[config.mk]
export PLATFORM = sky130hd
export DESIGN_NAME = ppob_ctrl
export DESIGN_NICKNAME = d
export VERILOG_FILES = /design/src/hdl/ppob_pkg.sv /design/src/hdl/ppob_ctrl.sv
export SDC_FILE = /design/constraint.sdc
export NUM_CORES = 1
export LEC_CHECK = 0
export ABC_AREA = 1
export BUFFER_PORTS_ARGS = -buffer_cell sky130_fd_sc_hd__buf_2
export CAP_MARGIN = 10
export CORE_AREA = 2 2 39 41
export CTS_BUF_LIST = sky130_fd_sc_hd__clkbuf_8
export CTS_CLUSTER_DIAMETER = 30
export DETAILED_ROUTE_END_ITERATION = 16
export DIE_AREA = 0 0 41 43
export GPL_TIMING_DRIVEN = 0
export PLACE_DENSITY = 0.68
export REMOVE_ABC_BUFFERS = 1
export SYNTH_ARGS = -nofsm -noshare
export SYNTH_HDL_FRONTEND = slang
export SYNTH_SLANG_ARGS = --single-unit
[constraint.sdc]
create_clock -name clk -period 3.5 [get_ports clk]
set_clock_uncertainty 0.05 [all_clocks]
set_input_delay 0.175 -clock clk [delete_from_list [all_inputs] [get_ports clk]]
set_output_delay 0.175 -clock clk [all_outputs]
set_load 0.005 [all_outputs]
[src/hdl/ppob_pkg.sv]
package ppob_pkg;

	localparam int DEF_MAX_TILE_W = 1024;
	localparam int DEF_MAX_TILE_H = 1024;

	// One bitmap word holds WORD_BITS pixels; WBL is its log2.
	localparam int WORD_BITS = 64;
	localparam int WBL       = $clog2(WORD_BITS);

	localparam int CNT_W   = 48;
	localparam int COORD_W = 32;
	localparam int OFS_W   = 24;
	localparam int TDIM_W  = 11;
	localparam int LOC_W   = 10;
	localparam int WIDX_W  = 14;

	localparam logic signed [COORD_W-1:0] RST_CENTER_X  = 32'sd0;
	localparam logic signed [COORD_W-1:0] RST_CENTER_Y  = 32'sd0;
	localparam logic signed [COORD_W-1:0] RST_COEFF_COS = 32'sd6553600;
	localparam logic signed [COORD_W-1:0] RST_COEFF_SIN = 32'sd0;
	localparam logic signed [OFS_W-1:0]   RST_OFFSET_X  = 24'sd2048;
	localparam logic signed [OFS_W-1:0]   RST_OFFSET_Y  = 24'sd2048;
	localparam logic [TDIM_W-1:0]         RST_TILE_W    = 11'd1024;
	localparam logic [TDIM_W-1:0]         RST_TILE_H    = 11'd1024;

	typedef enum logic [2:0] {
		REG_CENTER_X  = 3'd0,
		REG_CENTER_Y  = 3'd1,
		REG_COEFF_COS = 3'd2,
		REG_COEFF_SIN = 3'd3,
		REG_OFFSET_X  = 3'd4,
		REG_OFFSET_Y  = 3'd5,
		REG_TILE_W    = 3'd6,
		REG_TILE_H    = 3'd7
	} reg_idx_t;

	typedef enum logic {
		OP_PLOT = 1'b0,
		OP_READ = 1'b1
	} op_t;

	typedef enum logic [1:0] {
		ST_PLOTTED   = 2'd0,
		ST_CLIPPED   = 2'd1,
		ST_DUPLICATE = 2'd2,
		ST_READ      = 2'd3
	} status_t;

	typedef struct packed {
		op_t                        op;
		logic signed [COORD_W-1:0]  point_x;
		logic signed [COORD_W-1:0]  point_y;
		logic [WIDX_W-1:0]          word_index;
	} in_item_t;

	typedef struct packed {
		status_t                status;
		logic [LOC_W-1:0]       local_x;
		logic [LOC_W-1:0]       local_y;
		logic [WORD_BITS-1:0]   read_word;
		logic [CNT_W-1:0]       plotted_total;
		logic [CNT_W-1:0]       clipped_total;
		logic [CNT_W-1:0]       deduped_total;
	} out_item_t;

	typedef struct packed {
		reg_idx_t               reg_index;
		logic [COORD_W-1:0]     wdata;
	} cfg_item_t;

	// Commands from the controller to the datapath.
	typedef struct packed {
		logic       clear;
		logic       load;
		logic       mul;
		logic [1:0] mul_sel;
		logic       acc;
		logic [1:0] acc_sel;
		logic       pix;
		logic       rd;
		logic       finish;
	} cmd_t;

	// Status from the datapath to the controller.
	typedef struct packed {
		logic clr_last;
		logic out_free;
	} sts_t;

	function automatic logic [CNT_W-1:0] sat_inc(input logic [CNT_W-1:0] c);
		return (c == {CNT_W{1'b1}}) ? c : c + 1'b1;
	endfunction

endpackage

[src/hdl/ppob_ctrl.sv]
module ppob_ctrl import ppob_pkg::*; (
	input  logic clk,
	input  logic arst_n,
	input  logic req_valid,
	input  op_t  req_op,
	output logic req_ready,
	input  sts_t sts,
	output cmd_t cmd
);

	typedef enum logic [5:0] {
		S_CLEAR  = 6'b000001,
		S_IDLE   = 6'b000010,
		S_MUL    = 6'b000100,
		S_PIX    = 6'b001000,
		S_RD     = 6'b010000,
		S_FINISH = 6'b100000
	} state_t;

	localparam logic [2:0] MUL_LAST = 3'd4;

	state_t     state_q, state_d;
	logic [2:0] step_q;

	always_comb begin
		state_d   = state_q;
		cmd       = '0;
		req_ready = 1'b0;
		unique case (state_q)
			S_CLEAR: begin
				cmd.clear = 1'b1;
				if (sts.clr_last) begin
					state_d = S_IDLE;
				end
			end
			S_IDLE: begin
				req_ready = 1'b1;
				if (req_valid) begin
					cmd.load = 1'b1;
					state_d  = (req_op == OP_READ) ? S_RD : S_MUL;
				end
			end
			S_MUL: begin
				// Step n starts product n and folds product n-1 into its accumulator.
				cmd.mul     = (step_q != MUL_LAST);
				cmd.mul_sel = step_q[1:0];
				cmd.acc     = (step_q != 3'd0);
				cmd.acc_sel = 2'(step_q - 3'd1);
				if (step_q == MUL_LAST) begin
					state_d = S_PIX;
				end
			end
			S_PIX: begin
				cmd.pix = 1'b1;
				state_d = S_RD;
			end
			S_RD: begin
				cmd.rd  = 1'b1;
				state_d = S_FINISH;
			end
			S_FINISH: begin
				if (sts.out_free) begin
					cmd.finish = 1'b1;
					state_d    = S_IDLE;
				end
			end
			default: begin
				state_d = S_IDLE;
			end
		endcase
	end

	always_ff @(posedge clk or negedge arst_n) begin
		if (!arst_n) begin
			state_q <= S_CLEAR;
			step_q  <= 3'd0;
		end else begin
			state_q <= state_d;
			if (state_q == S_MUL && step_q != MUL_LAST) begin
				step_q <= step_q + 3'd1;
			end else begin
				step_q <= 3'd0;
			end
		end
	end

endmodule

### After elaboration in Yosys (flattened, before gate mapping)

Cells that the tools add are included.

| cells by class | value |
|---|---|
| muxes and demuxes | 16 |
| equal/unequal tests | 12 |
| reductions and logical operators | 3 |
| $add $sub $neg | 2 |

Operators with widths:

| operator | count |
|---|---|
| case mux 6 bit (6 select lines) | 1 |
| 2-to-1 mux 6 bit | 5 |
| 2-to-1 mux 1 bit | 8 |
| inequality test 2 bit (second input constant) | 4 |
| equality test 6 x 1 -> 1 bit (second input constant) | 1 |
| equality test 6 x 2 -> 1 bit (second input constant) | 1 |
| equality test 6 x 3 -> 1 bit (second input constant) | 1 |
| equality test 6 x 4 -> 1 bit (second input constant) | 1 |
| equality test 6 x 5 -> 1 bit (second input constant) | 1 |
| equality test 6 bit (second input constant) | 1 |
| 2-to-1 mux 5 bit | 1 |
| AND reduction 4 bit | 1 |
| adder 3 x 1 -> 3 bit (second input constant) | 1 |
| equality test 3 bit (second input constant) | 1 |
| 2-to-1 mux 3 bit | 1 |
| inequality test 3 bit (second input constant) | 1 |
| nonzero test 3 bit | 1 |
| subtractor 2 x 1 -> 2 bit (second input constant) | 1 |
| logical AND 1 bit | 1 |

| word-level totals | value |
|---|---|
| bits of input ports | 6 |
| register bits | 9 |

### Depth between registers and ports, before layout

| depth | value |
|---|---|
| depth after elaboration | 3 |
| depth in mapped cells | 8 |

### Worst setup path after synthesis

Ideal clock, no wire load.

| timing path | value |
|---|---|
| path kind | flip-flop to flip-flop |
| start point | register step_q[0] |
| end point | register state_q[3] |
| library setup time | 0.073 ns |
| path buffers | 0 |
| data required time | 3.377 ns |
| period minus slack after synthesis | 1.264 ns |
| path slack | 2.236 ns |
| arrival | 1.141 ns |
| cell stages (with the launch flop) | 9 |
| path through | dfrtp_1 -> inv_1 -> ha_1 -> nand2_1 -> nand4_4 -> nand2_1 -> nor2_2 -> inv_2 -> nor2_1 |

| between the ends | value |
|---|---|
| word-level cells in the longest chain between the ends | 3 |

RTL lines:

| element | line | RTL |
|---|---|---|
| from (decl) | ppob_ctrl.sv:23 | `logic [2:0] step_q;` |
| from (signal assigned) | ppob_ctrl.sv:80 | `step_q <= step_q + 3'd1;` |
| equality test 3 bit | ppob_ctrl.sv:49 | `if (step_q == MUL_LAST) begin` |
| inequality test 2 bit (no line) | -- |  |
| AND reduction 4 bit (no line) | -- |  |
| to (signal assigned) | ppob_ctrl.sv:78 | `state_q <= state_d;` |
| to (decl) | ppob_ctrl.sv:22 | `state_t state_q, state_d;` |

No other way between the ends.
A chain may end at the register's enable or synchronous reset.

==> results.yml <==
clock_tree:
  root_buffer: "clkbuf_8"
  cts.clk_slew.worst_paths_ps: 40
  cts-htree-levels: 1
  cts_tree: "done"
  post_cts_buffers: 0
  cts_buffers: 3
  cts.sinks: 9
  worstSkewPairLatency_ps: 230
  max-clock-path-buffers: 2
yosys:
  synthCells: 72
  synth-simple-area-share_pct: 40.9
  synth.ff_latch_count: 9
  yosys-top-cells-area: "dfrtp_1, nor2_1, inv_1, nand2_1, nand4_1"
  synthesis.area_um2: 566
  synth_adder_area_share_pct: 4.42
  synth_top_family_by_area: "simple AND/OR/NAND/NOR gates"
  ys_types: 18
  ys_seq_area_share_pct: 40.0
  yosys_warnings: 0
  synth_xor_area_share_pct: 1.55
  yosysTopAreaCellShare_pct: 35.4
  postSynthAreaPerCell_um2: 7.85
  synth-compound-area-share_pct: 1.77
  synth_top_area_cell: "dfrtp_1"
  synthMuxAreaShare_pct: 0
floorplanning:
  start_util_pct: 40.9
  core_region_area_um2: 1380
  pin_count: 18
  die_area_um2: 1760
  fp.dieH_um: 43
  die_w_um: 41
  fp-row-count: 14
timing:
  timing.final.crit_period_ps: 1600
  worst_pin_slew_ps: 292
  finalSetupTns_ps: 0
  slew_headroom_pct: 80.5
  rsz0062_at_grt: "false"
  setup_viol: 0
  fmax_ghz: 0.626
  fin_crit_sh_pct: 45.6
  slew_viol_final: 0
  hold_viol_final: 0
grt:
  grt_pass1_wl_um: 1680
  grt_max_degree: 10
  grt_pass1_vias: 414
  antenna_found_initial: 0
  groute.usage.overall_pct: 14.6
  grt_overflow: 0
detailed_routing:
  wl_per_cell_um: 9.20
  viasPerCell: 4.43
  via_count: 487
  route.detailed.drc: 0
  drtAntennaViolNets: 0
  wl_um: 1010
  drt-pass1-iter-count: 4
  drt_iter0_drc: 5
setup_path:
  crit_path_top_delay_cell: "dfrtp_1"
  worstSetupPathType: "reg2out"
  critPathTopFamily: "simple AND/OR/NAND/NOR gates"
  crit_chain: "nor2_4 -> nand3_2 -> a21oi_1 -> buf_2"
  crit_path_end_kind: "output pin"
  r2r_slack_ps: 2100
  cp-start-kind: "flip-flop"
  cpPeakStageDelay_ps: 390
  arrival_ps: 1370
  crit_required_ps: 3270
  cp_max_fo: 8
  cp_num_buf_inv: 1
power:
  p_leak_nw: 0.444
  combPwrFrac_pct: 47.3
  pwr-share-seq_pct: 30.5
  netSwitchingFraction_pct: 42.5
  p_switching_w: 0.000218
  clkPwrFrac_pct: 22.2
  cellPowerDensity_nw_per_um2: 706
  internal-power_w: 0.000294
  vdd_drop_max_uv: 306
placed_design:
  portBuffers: 17
  gp_congestion: 0.733
  dpl.hpwl_um: 811
final_layout:
  layout_commonest_cell: "buf_2"
  n_fill_cell: 125
  n_antenna_cell: 0
  drive_gt1_share_pct: 34.0
  final_core_util_pct: 52.4
  final_cell_mix: "buf_2, inv_1, nor2_1"
  areaGrowthSynthToFinish_pct: 28.3
  nNetsFinal: 103
job:
  drv_cap: 0
run_status:
  status: "finished clean"
min_path:
  holdCritPathClass: "in2reg"
==> worst min-delay path, delay by kind of cell <==
family | cells | cell delay (ps)
buf+inv | 3 | 140
simple gates | 1 | 90
==> flip-flops by register name (all words and copies together), names as in the netlist <==
register / cells
state_q: 6
step_q: 3
==> synthesized netlist by cell type <==
library cell,instances
nor2_2,3
a21oi_1,2
nand4_4,1
ha_1,2
nor2_4,2
nand2_1,10
inv_1,14
dfstp_2,1
clkinv_1,1
and3_1,1
nand4_1,5
nand3_1,1
inv_2,2
nand3_2,2
nor3b_2,1
dfrtp_1,8
xnor2_1,1
nor2_1,15
==> power groups by stage <==
stage / sequential, W / clock [W] / combinational, W
floorplan: 0.000155 / 0 / 0.000180
global route: 0.000158 / 0.000125 / 0.000276
finish: 0.000156 / 0.000114 / 0.000242
global placement: 0.000157 / 0 / 0.000242
CTS: 0.000156 / 0.000119 / 0.000247
detailed placement: 0.000157 / 0 / 0.000246
==> cell type report <==
cell class | instances | area, um^2 | area share, %
clock buffers | 3 | 41.3 | 5.69
well taps | 16 | 20.0 | 2.76
clock inverters | 1 | 3.75 | 0.517
multi-input cells | 46 | 275 | 37.9
inverters | 17 | 63.8 | 8.79
repair buffers | 18 | 95.1 | 13.1
flip-flops and latches | 9 | 226 | 31.2
==> cell families (layout without fill, tap and decap cells) <==
family                     Yosys count  count (layout)
xor gates and xnor gates             1               1
AOI/OAI and AO/OA                    2               2
and+or+nand+nor                     41              41
adders and majority gates            2               2
DFF                                  9               9
buffers and inverters               17              39
==> repair_timing <==
action,4_1_cts,5_1_grt
hold buffers,1,0
gates resized for setup,0,0
endpoints found under the hold margin,9,0
==> final timing paths <==
path,to,cells past startpoint,start
min in group asynchronous,step_q[2],2,arst_n
max in group asynchronous,state_q[0],2,arst_n
min reg2reg,step_q[0],1,step_q[0]
max,cmd[5],4,state_q[5]
min,state_q[0],4,sts[1]
max reg2reg,state_q[3],8,step_q[0]
==> stage by stage <==
| step | hold slack [ps] | power (W) | instances | instance area (um^2) | worst slack, ps |
|---|---|---|---|---|---|
| after floorplan | -171 | 0.000335 | 72 | 566 | 2240 |
| after global placement | -14.7 | 0.000399 | 105 | 671 | 2120 |
| after detailed placement | -10.2 | 0.000403 | 105 | 671 | 2110 |
| after CTS | 133 | 0.000522 | 110 | 726 | 1890 |
| after global routing | 187 | 0.000559 | 110 | 726 | 1790 |
| final | 137 | 0.000512 | 110 | 726 | 1900 |
==> per-layer routing <==
layer	GRT usage [%]	up-vias	wire, um
met5	0	-	0
met4	10.0	0	6
met3	1.57	2	66
li1	-	265	-
met2	20.3	15	425
met1	20.4	205	514
(Power assumes the default switching activity.)
